[src/design/rer_pkg.sv]
`timescale 1ns / 1ps
// ----------------------------------------------------------------------------
// Gradient edge run extractor package
// Shared widths, limits, register indexes, state types and the record that
// travels from the run tracker to the strength unit.
// ----------------------------------------------------------------------------
package rer_pkg;

   localparam int MAX_LINE_LENGTH = 4096;
   localparam int POS_W           = 12;
   localparam int PIX_W           = 8;
   localparam int LINE_W          = 12;
   localparam int TOTAL_W         = 20;
   localparam int COUNT_W         = 13;
   localparam int LEN_W           = 13;
   localparam int GAP_W           = 12;
   localparam int STRENGTH_W      = 9;
   localparam int DIVISOR_W       = 20;
   localparam int CSR_INDEX_W     = 2;
   localparam int CSR_DATA_W      = 13;
   localparam int QUEUE_DEPTH     = 4;
   localparam int QUEUE_PTR_W     = $clog2(QUEUE_DEPTH);
   localparam int QUEUE_CNT_W     = $clog2(QUEUE_DEPTH + 1);
   localparam int DIV_STEPS       = 8;
   localparam int STEP_W          = $clog2(DIV_STEPS);

   localparam logic [POS_W-1:0]      POS_MAX       = POS_W'(MAX_LINE_LENGTH - 1);
   localparam logic [TOTAL_W-1:0]    TOTAL_MAX     = '1;
   localparam logic [COUNT_W-1:0]    COUNT_MAX     = '1;
   localparam logic [6:0]            GRAD_SCALE    = 7'd90;
   localparam logic [STRENGTH_W-1:0] STRENGTH_FULL = STRENGTH_W'(256);

   localparam logic [PIX_W-1:0]   RESET_THRESHOLD  = 8'd16;
   localparam logic [LEN_W-1:0]   RESET_MIN_LENGTH = 13'd24;
   localparam logic [GAP_W-1:0]   RESET_MAX_GAP    = 12'd2;

   typedef enum logic [CSR_INDEX_W-1:0] {
      CSR_THRESHOLD  = 2'd0,
      CSR_MIN_LENGTH = 2'd1,
      CSR_MAX_GAP    = 2'd2
   } csr_index_type;

   typedef struct packed {
      logic [PIX_W-1:0] threshold;
      logic [LEN_W-1:0] min_length;
      logic [GAP_W-1:0] max_gap;
   } cfg_type;

   typedef struct packed {
      logic [LINE_W-1:0]  line;
      logic [POS_W-1:0]   first;
      logic [POS_W-1:0]   last;
      logic [TOTAL_W-1:0] total;
      logic [COUNT_W-1:0] count;
   } run_rec_type;

   typedef struct packed {
      logic push;
      logic pop;
   } queue_ctl_type;

   typedef struct packed {
      logic full;
      logic empty;
   } queue_status_type;

   typedef enum logic [2:0] {
      ST_IDLE,
      ST_SCALE,
      ST_CHECK,
      ST_DIVIDE,
      ST_EMIT
   } back_state_type;

endpackage

[src/design/rer_front.sv]
`timescale 1ns / 1ps
// ----------------------------------------------------------------------------
// Run tracker
// Forms the gradient of each pixel pair, tracks the open run along the line
// and queues every closed run that is long enough.
// ----------------------------------------------------------------------------
module rer_front (
   input  logic                            clock,
   input  logic                            reset,
   input  rer_pkg::cfg_type                cfg,
   input  logic                            req_valid,
   output logic                            req_stall,
   input  logic [rer_pkg::PIX_W-1:0]       req_before_pixel,
   input  logic [rer_pkg::PIX_W-1:0]       req_after_pixel,
   input  logic [rer_pkg::LINE_W-1:0]      req_line_index,
   input  logic                            req_end_of_line,
   input  rer_pkg::queue_status_type       queue_status,
   output logic                            queue_push,
   output rer_pkg::run_rec_type            queue_data
);

   logic [rer_pkg::POS_W-1:0]   pos_ff, pos_in;
   logic                        open_ff, open_in;
   logic [rer_pkg::POS_W-1:0]   start_ff, start_in;
   logic [rer_pkg::POS_W-1:0]   last_ff, last_in;
   logic [rer_pkg::TOTAL_W-1:0] total_ff, total_in;
   logic [rer_pkg::COUNT_W-1:0] count_ff, count_in;

   logic                        accept;
   logic [rer_pkg::PIX_W-1:0]   grad;
   logic                        is_strong;
   logic [rer_pkg::POS_W-1:0]   gap_dist;
   logic                        gap_close;
   logic                        close;
   logic                        len_ok;
   logic [rer_pkg::LEN_W-1:0]   run_len;
   logic [rer_pkg::TOTAL_W:0]   total_sum;
   logic                        open_upd;
   logic [rer_pkg::POS_W-1:0]   start_upd;
   logic [rer_pkg::POS_W-1:0]   last_upd;
   logic [rer_pkg::TOTAL_W-1:0] total_upd;
   logic [rer_pkg::COUNT_W-1:0] count_upd;

   assign req_stall = queue_status.full;
   assign accept    = req_valid && !queue_status.full;

   always_comb begin
      grad = (req_after_pixel >= req_before_pixel) ? req_after_pixel - req_before_pixel
                                                   : req_before_pixel - req_after_pixel;
      is_strong = grad >= cfg.threshold;
      gap_dist  = pos_ff - last_ff;
      gap_close = !is_strong && open_ff && (pos_ff >= last_ff) && (gap_dist > cfg.max_gap);
      total_sum = {1'b0, total_ff} + (rer_pkg::TOTAL_W + 1)'(grad);

      open_upd  = open_ff;
      start_upd = start_ff;
      last_upd  = last_ff;
      total_upd = total_ff;
      count_upd = count_ff;
      if (is_strong) begin
         open_upd = 1'b1;
         last_upd = pos_ff;
         if (!open_ff) begin
            start_upd = pos_ff;
            total_upd = rer_pkg::TOTAL_W'(grad);
            count_upd = rer_pkg::COUNT_W'(1);
         end else begin
            total_upd = total_sum[rer_pkg::TOTAL_W] ? rer_pkg::TOTAL_MAX
                                                    : total_sum[rer_pkg::TOTAL_W-1:0];
            count_upd = (count_ff == rer_pkg::COUNT_MAX) ? count_ff
                                                         : count_ff + 1'b1;
         end
      end

      // A gap close clears the run, so the end of the line finds nothing open.
      close   = gap_close || (req_end_of_line && open_upd);
      run_len = rer_pkg::LEN_W'(last_upd) - rer_pkg::LEN_W'(start_upd) + 1'b1;
      len_ok  = (last_upd >= start_upd) && (run_len >= cfg.min_length);

      queue_push       = accept && close && len_ok;
      queue_data.line  = req_line_index;
      queue_data.first = start_upd;
      queue_data.last  = last_upd;
      queue_data.total = total_upd;
      queue_data.count = count_upd;

      pos_in   = pos_ff;
      open_in  = open_ff;
      start_in = start_ff;
      last_in  = last_ff;
      total_in = total_ff;
      count_in = count_ff;
      if (accept) begin
         if (close || req_end_of_line) begin
            open_in  = 1'b0;
            start_in = '0;
            last_in  = '0;
            total_in = '0;
            count_in = '0;
         end else begin
            open_in  = open_upd;
            start_in = start_upd;
            last_in  = last_upd;
            total_in = total_upd;
            count_in = count_upd;
         end
         if (req_end_of_line) begin
            pos_in = '0;
         end else if (pos_ff < rer_pkg::POS_MAX) begin
            pos_in = pos_ff + 1'b1;
         end
      end
   end

   always_ff @(posedge clock) begin
      if (reset) begin
         pos_ff   <= '0;
         open_ff  <= 1'b0;
         start_ff <= '0;
         last_ff  <= '0;
         total_ff <= '0;
         count_ff <= '0;
      end else begin
         pos_ff   <= pos_in;
         open_ff  <= open_in;
         start_ff <= start_in;
         last_ff  <= last_in;
         total_ff <= total_in;
         count_ff <= count_in;
      end
   end

endmodule

[src/design/rer_queue.sv]
`timescale 1ns / 1ps
// ----------------------------------------------------------------------------
// Run queue
// Small first-in first-out buffer of closed runs between the run tracker and
// the strength unit.
// ----------------------------------------------------------------------------
module rer_queue (
   input  logic                         clock,
   input  logic                         reset,
   input  rer_pkg::queue_ctl_type       ctl,
   input  rer_pkg::run_rec_type         push_data,
   output rer_pkg::run_rec_type         pop_data,
   output rer_pkg::queue_status_type    status
);

   rer_pkg::run_rec_type               entry_ff [rer_pkg::QUEUE_DEPTH];
   logic [rer_pkg::QUEUE_PTR_W-1:0]    wr_ptr_ff, wr_ptr_in;
   logic [rer_pkg::QUEUE_PTR_W-1:0]    rd_ptr_ff, rd_ptr_in;
   logic [rer_pkg::QUEUE_CNT_W-1:0]    fill_ff, fill_in;
   logic                               do_push;
   logic                               do_pop;

   always_comb begin
      status.full  = fill_ff == rer_pkg::QUEUE_CNT_W'(rer_pkg::QUEUE_DEPTH);
      status.empty = fill_ff == '0;
      do_push      = ctl.push && !status.full;
      do_pop       = ctl.pop && !status.empty;
      pop_data     = entry_ff[rd_ptr_ff];
      wr_ptr_in    = do_push ? wr_ptr_ff + 1'b1 : wr_ptr_ff;
      rd_ptr_in    = do_pop ? rd_ptr_ff + 1'b1 : rd_ptr_ff;
      fill_in      = fill_ff;
      if (do_push && !do_pop) begin
         fill_in = fill_ff + 1'b1;
      end else if (do_pop && !do_push) begin
         fill_in = fill_ff - 1'b1;
      end
   end

   always_ff @(posedge clock) begin
      if (do_push) begin
         entry_ff[wr_ptr_ff] <= push_data;
      end
   end

   always_ff @(posedge clock) begin
      if (reset) begin
         wr_ptr_ff <= '0;
         rd_ptr_ff <= '0;
         fill_ff   <= '0;
      end else begin
         wr_ptr_ff <= wr_ptr_in;
         rd_ptr_ff <= rd_ptr_in;
         fill_ff   <= fill_in;
      end
   end

endmodule

[src/design/rer_back.sv]
`timescale 1ns / 1ps
// ----------------------------------------------------------------------------
// Strength unit
// Takes closed runs from the queue, works out the saturated mean gradient
// with a bit-serial divider and holds the result in the output register.
// ----------------------------------------------------------------------------
module rer_back (
   input  logic                               clock,
   input  logic                               reset,
   input  rer_pkg::queue_status_type          queue_status,
   input  rer_pkg::run_rec_type               queue_data,
   output logic                               queue_pop,
   output logic                               rsp_valid,
   input  logic                               rsp_stall,
   output logic [rer_pkg::LINE_W-1:0]         rsp_run_line,
   output logic [rer_pkg::POS_W-1:0]          rsp_run_first,
   output logic [rer_pkg::POS_W-1:0]          rsp_run_last,
   output logic [rer_pkg::STRENGTH_W-1:0]     rsp_run_strength
);

   rer_pkg::back_state_type               state_ff, state_in;
   rer_pkg::run_rec_type                  rec_ff, rec_in;
   logic [rer_pkg::DIVISOR_W-1:0]         divisor_ff, divisor_in;
   logic [rer_pkg::TOTAL_W-1:0]           rem_ff, rem_in;
   logic [rer_pkg::STRENGTH_W-1:0]        quot_ff, quot_in;
   logic [rer_pkg::STEP_W-1:0]            step_ff, step_in;
   logic                                  out_valid_ff, out_valid_in;
   logic [rer_pkg::LINE_W-1:0]            out_line_ff, out_line_in;
   logic [rer_pkg::POS_W-1:0]             out_first_ff, out_first_in;
   logic [rer_pkg::POS_W-1:0]             out_last_ff, out_last_in;
   logic [rer_pkg::STRENGTH_W-1:0]        out_strength_ff, out_strength_in;

   logic [rer_pkg::COUNT_W-1:0]           count_eff;
   logic [rer_pkg::TOTAL_W:0]             rem_shift;
   logic                                  quot_bit;
   logic                                  out_free;
   logic                                  load_out;

   assign rsp_valid        = out_valid_ff;
   assign rsp_run_line     = out_line_ff;
   assign rsp_run_first    = out_first_ff;
   assign rsp_run_last     = out_last_ff;
   assign rsp_run_strength = out_strength_ff;

   always_comb begin
      state_in   = state_ff;
      rec_in     = rec_ff;
      divisor_in = divisor_ff;
      rem_in     = rem_ff;
      quot_in    = quot_ff;
      step_in    = step_ff;
      queue_pop  = 1'b0;
      load_out   = 1'b0;
      out_free   = !out_valid_ff || !rsp_stall;
      count_eff  = (rec_ff.count == '0) ? rer_pkg::COUNT_W'(1) : rec_ff.count;
      rem_shift  = {rem_ff, 1'b0};
      quot_bit   = rem_shift >= (rer_pkg::TOTAL_W + 1)'(divisor_ff);

      unique case (state_ff)
         rer_pkg::ST_IDLE: begin
            if (!queue_status.empty) begin
               queue_pop = 1'b1;
               rec_in    = queue_data;
               state_in  = rer_pkg::ST_SCALE;
            end
         end
         rer_pkg::ST_SCALE: begin
            divisor_in = rer_pkg::DIVISOR_W'(count_eff) *
                         rer_pkg::DIVISOR_W'(rer_pkg::GRAD_SCALE);
            state_in   = rer_pkg::ST_CHECK;
         end
         rer_pkg::ST_CHECK: begin
            // total >= 90*count means the mean is 1.0 or more, which saturates.
            if (rer_pkg::DIVISOR_W'(rec_ff.total) >= divisor_ff) begin
               quot_in  = rer_pkg::STRENGTH_FULL;
               state_in = rer_pkg::ST_EMIT;
            end else begin
               rem_in   = rec_ff.total;
               quot_in  = '0;
               step_in  = '0;
               state_in = rer_pkg::ST_DIVIDE;
            end
         end
         rer_pkg::ST_DIVIDE: begin
            // The remainder stays below the divisor, so eight steps yield
            // floor(256 * total / divisor).
            rem_in  = quot_bit ? rer_pkg::TOTAL_W'(rem_shift - (rer_pkg::TOTAL_W + 1)'(divisor_ff))
                               : rem_shift[rer_pkg::TOTAL_W-1:0];
            quot_in = {quot_ff[rer_pkg::STRENGTH_W-2:0], quot_bit};
            step_in = step_ff + 1'b1;
            if (step_ff == rer_pkg::STEP_W'(rer_pkg::DIV_STEPS - 1)) begin
               state_in = rer_pkg::ST_EMIT;
            end
         end
         rer_pkg::ST_EMIT: begin
            if (out_free) begin
               load_out = 1'b1;
               state_in = rer_pkg::ST_IDLE;
            end
         end
         default: begin
            state_in = rer_pkg::ST_IDLE;
         end
      endcase

      out_valid_in    = load_out ? 1'b1 : (out_valid_ff && rsp_stall);
      out_line_in     = load_out ? rec_ff.line  : out_line_ff;
      out_first_in    = load_out ? rec_ff.first : out_first_ff;
      out_last_in     = load_out ? rec_ff.last  : out_last_ff;
      out_strength_in = load_out ? quot_ff      : out_strength_ff;
   end

   always_ff @(posedge clock) begin
      if (reset) begin
         state_ff     <= rer_pkg::ST_IDLE;
         out_valid_ff <= 1'b0;
         step_ff      <= '0;
      end else begin
         state_ff     <= state_in;
         out_valid_ff <= out_valid_in;
         step_ff      <= step_in;
      end
   end

   always_ff @(posedge clock) begin
      rec_ff          <= rec_in;
      divisor_ff      <= divisor_in;
      rem_ff          <= rem_in;
      quot_ff         <= quot_in;
      out_line_ff     <= out_line_in;
      out_first_ff    <= out_first_in;
      out_last_ff     <= out_last_in;
      out_strength_ff <= out_strength_in;
   end

endmodule

[src/design/gradient_edge_run_extractor_core.sv]
`timescale 1ns / 1ps
// ----------------------------------------------------------------------------
// Gradient edge run extractor
// Finds runs of strong vertical gradient along each scan line and reports
// each long enough run with its line, first and last position and strength.
// ----------------------------------------------------------------------------
// Throughput: one pixel pair per cycle while the four-entry run queue has room.
// Each reported run takes the strength unit through pop, scale, check, 8 divide
// steps and emit; the divide steps are skipped when the strength saturates.
// Result path: the closing run enters the queue, the strength unit pops it when
// idle, and emit loads the output register that raises rsp_valid once it is free.
// Reset (synchronous): configuration returns to its defaults, the line position
// and run state clear, the queue empties and no result is held.
module gradient_edge_run_extractor_core (
   input  logic                               clock,
   input  logic                               reset,
   input  logic                               req_valid,
   output logic                               req_stall,
   input  logic [rer_pkg::PIX_W-1:0]          req_before_pixel,
   input  logic [rer_pkg::PIX_W-1:0]          req_after_pixel,
   input  logic [rer_pkg::LINE_W-1:0]         req_line_index,
   input  logic                               req_end_of_line,
   output logic                               rsp_valid,
   input  logic                               rsp_stall,
   output logic [rer_pkg::LINE_W-1:0]         rsp_run_line,
   output logic [rer_pkg::POS_W-1:0]          rsp_run_first,
   output logic [rer_pkg::POS_W-1:0]          rsp_run_last,
   output logic [rer_pkg::STRENGTH_W-1:0]     rsp_run_strength,
   input  logic                               csr_write,
   input  logic [rer_pkg::CSR_INDEX_W-1:0]    csr_index,
   input  logic [rer_pkg::CSR_DATA_W-1:0]     csr_wdata
);

   rer_pkg::cfg_type              cfg_ff, cfg_in;
   rer_pkg::queue_ctl_type        queue_ctl;
   rer_pkg::queue_status_type     queue_status;
   rer_pkg::run_rec_type          push_data;
   rer_pkg::run_rec_type          pop_data;
   logic                          queue_push;
   logic                          queue_pop;

   always_comb begin
      cfg_in = cfg_ff;
      if (csr_write) begin
         case (csr_index)
            rer_pkg::CSR_THRESHOLD:  cfg_in.threshold  = csr_wdata[rer_pkg::PIX_W-1:0];
            rer_pkg::CSR_MIN_LENGTH: cfg_in.min_length = csr_wdata[rer_pkg::LEN_W-1:0];
            rer_pkg::CSR_MAX_GAP:    cfg_in.max_gap    = csr_wdata[rer_pkg::GAP_W-1:0];
            default:                 cfg_in = cfg_ff;
         endcase
      end
   end

   always_ff @(posedge clock) begin
      if (reset) begin
         cfg_ff.threshold  <= rer_pkg::RESET_THRESHOLD;
         cfg_ff.min_length <= rer_pkg::RESET_MIN_LENGTH;
         cfg_ff.max_gap    <= rer_pkg::RESET_MAX_GAP;
      end else begin
         cfg_ff <= cfg_in;
      end
   end

   assign queue_ctl.push = queue_push;
   assign queue_ctl.pop  = queue_pop;

   rer_front u_front (
      .clock            (clock),
      .reset            (reset),
      .cfg              (cfg_ff),
      .req_valid        (req_valid),
      .req_stall        (req_stall),
      .req_before_pixel (req_before_pixel),
      .req_after_pixel  (req_after_pixel),
      .req_line_index   (req_line_index),
      .req_end_of_line  (req_end_of_line),
      .queue_status     (queue_status),
      .queue_push       (queue_push),
      .queue_data       (push_data)
   );

   rer_queue u_queue (
      .clock     (clock),
      .reset     (reset),
      .ctl       (queue_ctl),
      .push_data (push_data),
      .pop_data  (pop_data),
      .status    (queue_status)
   );

   rer_back u_back (
      .clock            (clock),
      .reset            (reset),
      .queue_status     (queue_status),
      .queue_data       (pop_data),
      .queue_pop        (queue_pop),
      .rsp_valid        (rsp_valid),
      .rsp_stall        (rsp_stall),
      .rsp_run_line     (rsp_run_line),
      .rsp_run_first    (rsp_run_first),
      .rsp_run_last     (rsp_run_last),
      .rsp_run_strength (rsp_run_strength)
   );

endmodule

[config.mk]
export PLATFORM = sky130hd
export DESIGN_NAME = gradient_edge_run_extractor_core
export DESIGN_NICKNAME = d
export VERILOG_FILES = /design/src/design/rer_pkg.sv /design/src/design/rer_front.sv /design/src/design/rer_queue.sv /design/src/design/rer_back.sv /design/src/design/gradient_edge_run_extractor_core.sv
export SDC_FILE = /design/constraint.sdc
export NUM_CORES = 1
export LEC_CHECK = 0
export ABC_AREA = 1
export CAP_MARGIN = 30
export CORE_UTILIZATION = 45
export DETAILED_ROUTE_END_ITERATION = 12
export DONT_BUFFER_PORTS = 1
export MAX_ROUTING_LAYER = met4
export PLACE_DENSITY = 0.59
export SLEW_MARGIN = 20
export SYNTH_ARGS = -nofsm -noshare
export SYNTH_HDL_FRONTEND = slang
export SYNTH_HIERARCHICAL = 1
export SYNTH_SLANG_ARGS = --single-unit
export TNS_END_PERCENT = 20
[constraint.sdc]
create_clock -name clock -period 9.04 [get_ports clock]
set_input_delay 0.452 -clock clock [delete_from_list [all_inputs] [get_ports clock]]
set_output_delay 0.452 -clock clock [all_outputs]
set_load 0.02 [all_outputs]
==> results.md <==
- Root Driver: clkbuf_16
- WL final: ~67,000 um
- RSZ-0062 raised after global routing: no
- Worst slack at placement: 0.5708 ns
- Die X: 256.8 um
- CP max stage delay: about 0.63 ns
- Synthesized cell area: 29,220 um^2
- CTS buffer count: 58
- Avg WL per Cell: 16.80 um
- Reg-to-Reg End: u_queue/fill_ff[2]
- Area occupied by multi-input gates: 11,380 um^2
- Sequential cell area: 15,540 um^2
- Initial DRC count: 1,419
- Ports: 96
- Post-placement cell count: 3,868
- Final Critical Period: 7.914 ns
- Htree depth: 2
- Final count of pins violating max slew: 0
- First-pass GRT wire length: roughly 110,000 um
- Reg-to-reg slack, setup: 2.02 ns
- Critical R2R Launch: cfg_ff[32]
- Clock Skew: ~0.055 ns
- Cell Rows: slightly above 90
- Synthesized instance count: slightly above 3,000
- Chip height: 256.8 um
- Hold depth: 2
- Antenna cells: 0
- Post-synthesis net count: 3,345
- Port Buf Inserts: 0
- Synth Flop Type: edfxtp_1
- Clock-pin transition on the worst setup and hold timing paths: about 0.060 ns
- Die area: 65,950 um^2
- Async SR Flop Fraction: 0%
- Sequential-to-total area share from yosys stat: 53.17%
- Overflow after GRT: 0
- Hold endpoint: cfg_ff[1]
- Most frequent cells in the layout: nand2_1 (653), edfxtp_1 (438), inv_1 (388)
- WS Path Type: input pin to flop
- Initial antenna violation count: 2
- Pin count of the biggest net entering global routing: between 90 and 100
- Number of synthesized flops with an enable pin: approximately 440
- HPWL Detailed: 46,580 um
- CORE AREA: 64,350 um^2
- Worst skew pair latency: 0.66 ns
- # nets final: 3,352
- Min-Delay Path Class: input pin to flop
- Final period util: a little under 90%
- Synth warnings: 6
- MaxCap Viol Count: 0
- Sink Count: 557
- Final Hold Vio Count: 0
- Gr usage total: between 20% and 30%
- GP Congestion: 0.8676
- Synth cell types: 62
- Number of global-route vias before repair: roughly 20,000
- Nature of the critical path startpoint: input pin
- WP data required: ~9.6 ns
- CP max-delay cell: fa_1
- DRC: 0
- Measured slew at the worst slew-check pin: 0.9487 ns
- Initial Util: 45.40%
- Final setup vio count: 0
- Hold Path Origin: csr_wdata[1]
- Max-slew headroom: ~37%
- Cell Pwr Density: approximately 340 nW/um^2
- Worst Path Arrival: 8.46 ns
- Top cell by count, worst path: inv_1
- Layout cell share with drive strength beyond 1: 7.068%
- DR vias/cell: around 5.2
- Vias: 20,920
- Maximum VDD drop: 0.3806 mV
- Setup slack after layout: 1.126 ns
- Final ANT Viol Nets: 0
- Lkg Pwr: 13.14 nW
- Most common cell after layout, fill and taps aside: nand2_1
- Drt first pass iters: 8
- Final Non-Filler Cells: between 4,000 and 5,000
- Fill cells: 5,819
- Crit path max fanout: 23
- CTS tree: done
- Seq cells post-synth: 557
- Syn_area_per_cell: 9.431 um^2
- Status: completed
- Clk buf depth: 3
- Worst setup EP type: flop
- Highest Clock Rate: about 0.13 GHz
- Area growth syn-to-layout: 10.19%
- Setup bufs post-CTS: 0
- Reg2Reg Depth: 35
- Power, Total: around 11 mW
[worst max-delay path, delay by kind of cell]
family                     cells  cell delay, ns
AOI/OAI and AO/OA              9            1.58
xor gates and xnor gates       1            0.17
adders and majority gates      8            2.52
buffers and inverters         11            0.89
and+or+nand+nor               17            2.82
[final cells by class]
type / instances / share of cell area (%)
flip-flops and latches: 557 / 48.27
clock inverters: 17 / 0.6218
multi-input cells: 2015 / 35.35
inverters: 407 / 4.780
clock buffers: 93 / 5.390
well taps: 855 / 3.323
repair buffers: 66 / 2.270
[sequential cells by signal (all words and copies together) (netlist names), 12 cells and up, named ones only]
signal                flops
u_queue/entry_ff        276
u_back/rsp_run_last      12
cfg_ff                   33
u_back/rsp_run_first     12
u_back/divisor_ff        19
u_back/rec_ff            69
u_front/pos_ff           12
u_back/rem_ff            20
u_front/total_ff         20
u_front/start_ff         12
u_front/last_ff          12
u_front/count_ff         13
u_back/rsp_run_line      12
[synthesized netlist by cell type (all sizes together) (3+ instances only)]
| cell | number | area share [%] |
|---|---|---|
| nand2 | 683 | 9.1 |
| edfxtp | 438 | 45 |
| inv | 406 | 5.3 |
| nor2 | 329 | 4.4 |
| o21ai | 221 | 3.8 |
| ha | 173 | 7.4 |
| a21oi | 171 | 3.0 |
| nand3 | 163 | 2.9 |
| dfxtp | 119 | 8.2 |
| buf | 77 | 2.1 |
| o22ai | 69 | 1.5 |
| xor2 | 41 | 1.2 |
| clkbuf | 40 | 0.60 |
| nand4 | 26 | 0.58 |
| fa | 25 | 1.7 |
| xnor2 | 23 | 0.69 |
| nor3 | 21 | 0.47 |
| nand3b | 13 | 0.38 |
| a21o | 11 | 0.28 |
| o21a | 9 | 0.23 |
| nor4 | 5 | 0.16 |
| o21bai | 5 | 0.13 |
| o31ai | 5 | 0.13 |
| a21boi | 3 | 0.077 |
| a31oi | 3 | 0.064 |
| or2 | 3 | 0.064 |
[per-layer routing]
layer | vias up | wire length, um | global-route usage [%]
li1 | 10380 | - | -
met1 | 9962 | 31440 | 28.56
met2 | 488 | 31920 | 34.80
met3 | 86 | 2886 | 2.511
met4 | 0 | 1121 | 4.415
met5 | - | 0 | -
[repair_timing]
item                                   CTS  global route
endpoints found under the hold margin  152             0
gates resized for setup                  0             0
hold buffers                            28             0
[metrics by stage]
stage | setup TNS [ns] | hold slack (ns) | cell area [um^2] | util (%)
2_1_floorplan | -47.08 | 0.4003 | 29220 | -
3_3_place_gp | 0 | 0.4032 | 29830 | 46.36
3_5_place_dp | 0 | 0.4051 | 29880 | 46.43
4_1_cts | 0 | 0.003212 | 32110 | 49.90
5_1_grt | 0 | 0.03211 | 32190 | 50.03
6_report | 0 | 0.03439 | 32190 | 50.03
[cells by family after synthesis]
family	Yosys count	synth area share [%]
simple gates	1246	18.23
flops	557	53.17
buf+inv	526	8.064
compound gates	507	9.499
fa+ha+maj	198	9.122
xor+xnor	64	1.919
[power by group]
| group | switching, mW | total [mW] | internal (mW) |
|---|---|---|---|
| registers | 0.231 | 3.73 | 3.49 |
| logic | 3.05 | 4.79 | 1.74 |
| clock network | 0.998 | 2.35 | 1.35 |
[how the worst max path moves through the flow]
stage	startpoint	to	slack [ns]
global placement	req_after_pixel[0]	u_queue/fill_ff[2]	0.75
detailed placement	req_after_pixel[0]	u_queue/fill_ff[2]	0.57
CTS	req_after_pixel[0]	u_queue/fill_ff[2]	1.23
global route	req_after_pixel[0]	u_queue/fill_ff[2]	0.25
floorplan	req_after_pixel[0]	u_queue/entry_ff[0][0]	-0.17
finish	req_after_pixel[0]	u_queue/fill_ff[2]	1.13
No activity file was read; power rests on OpenSTA's default activity.
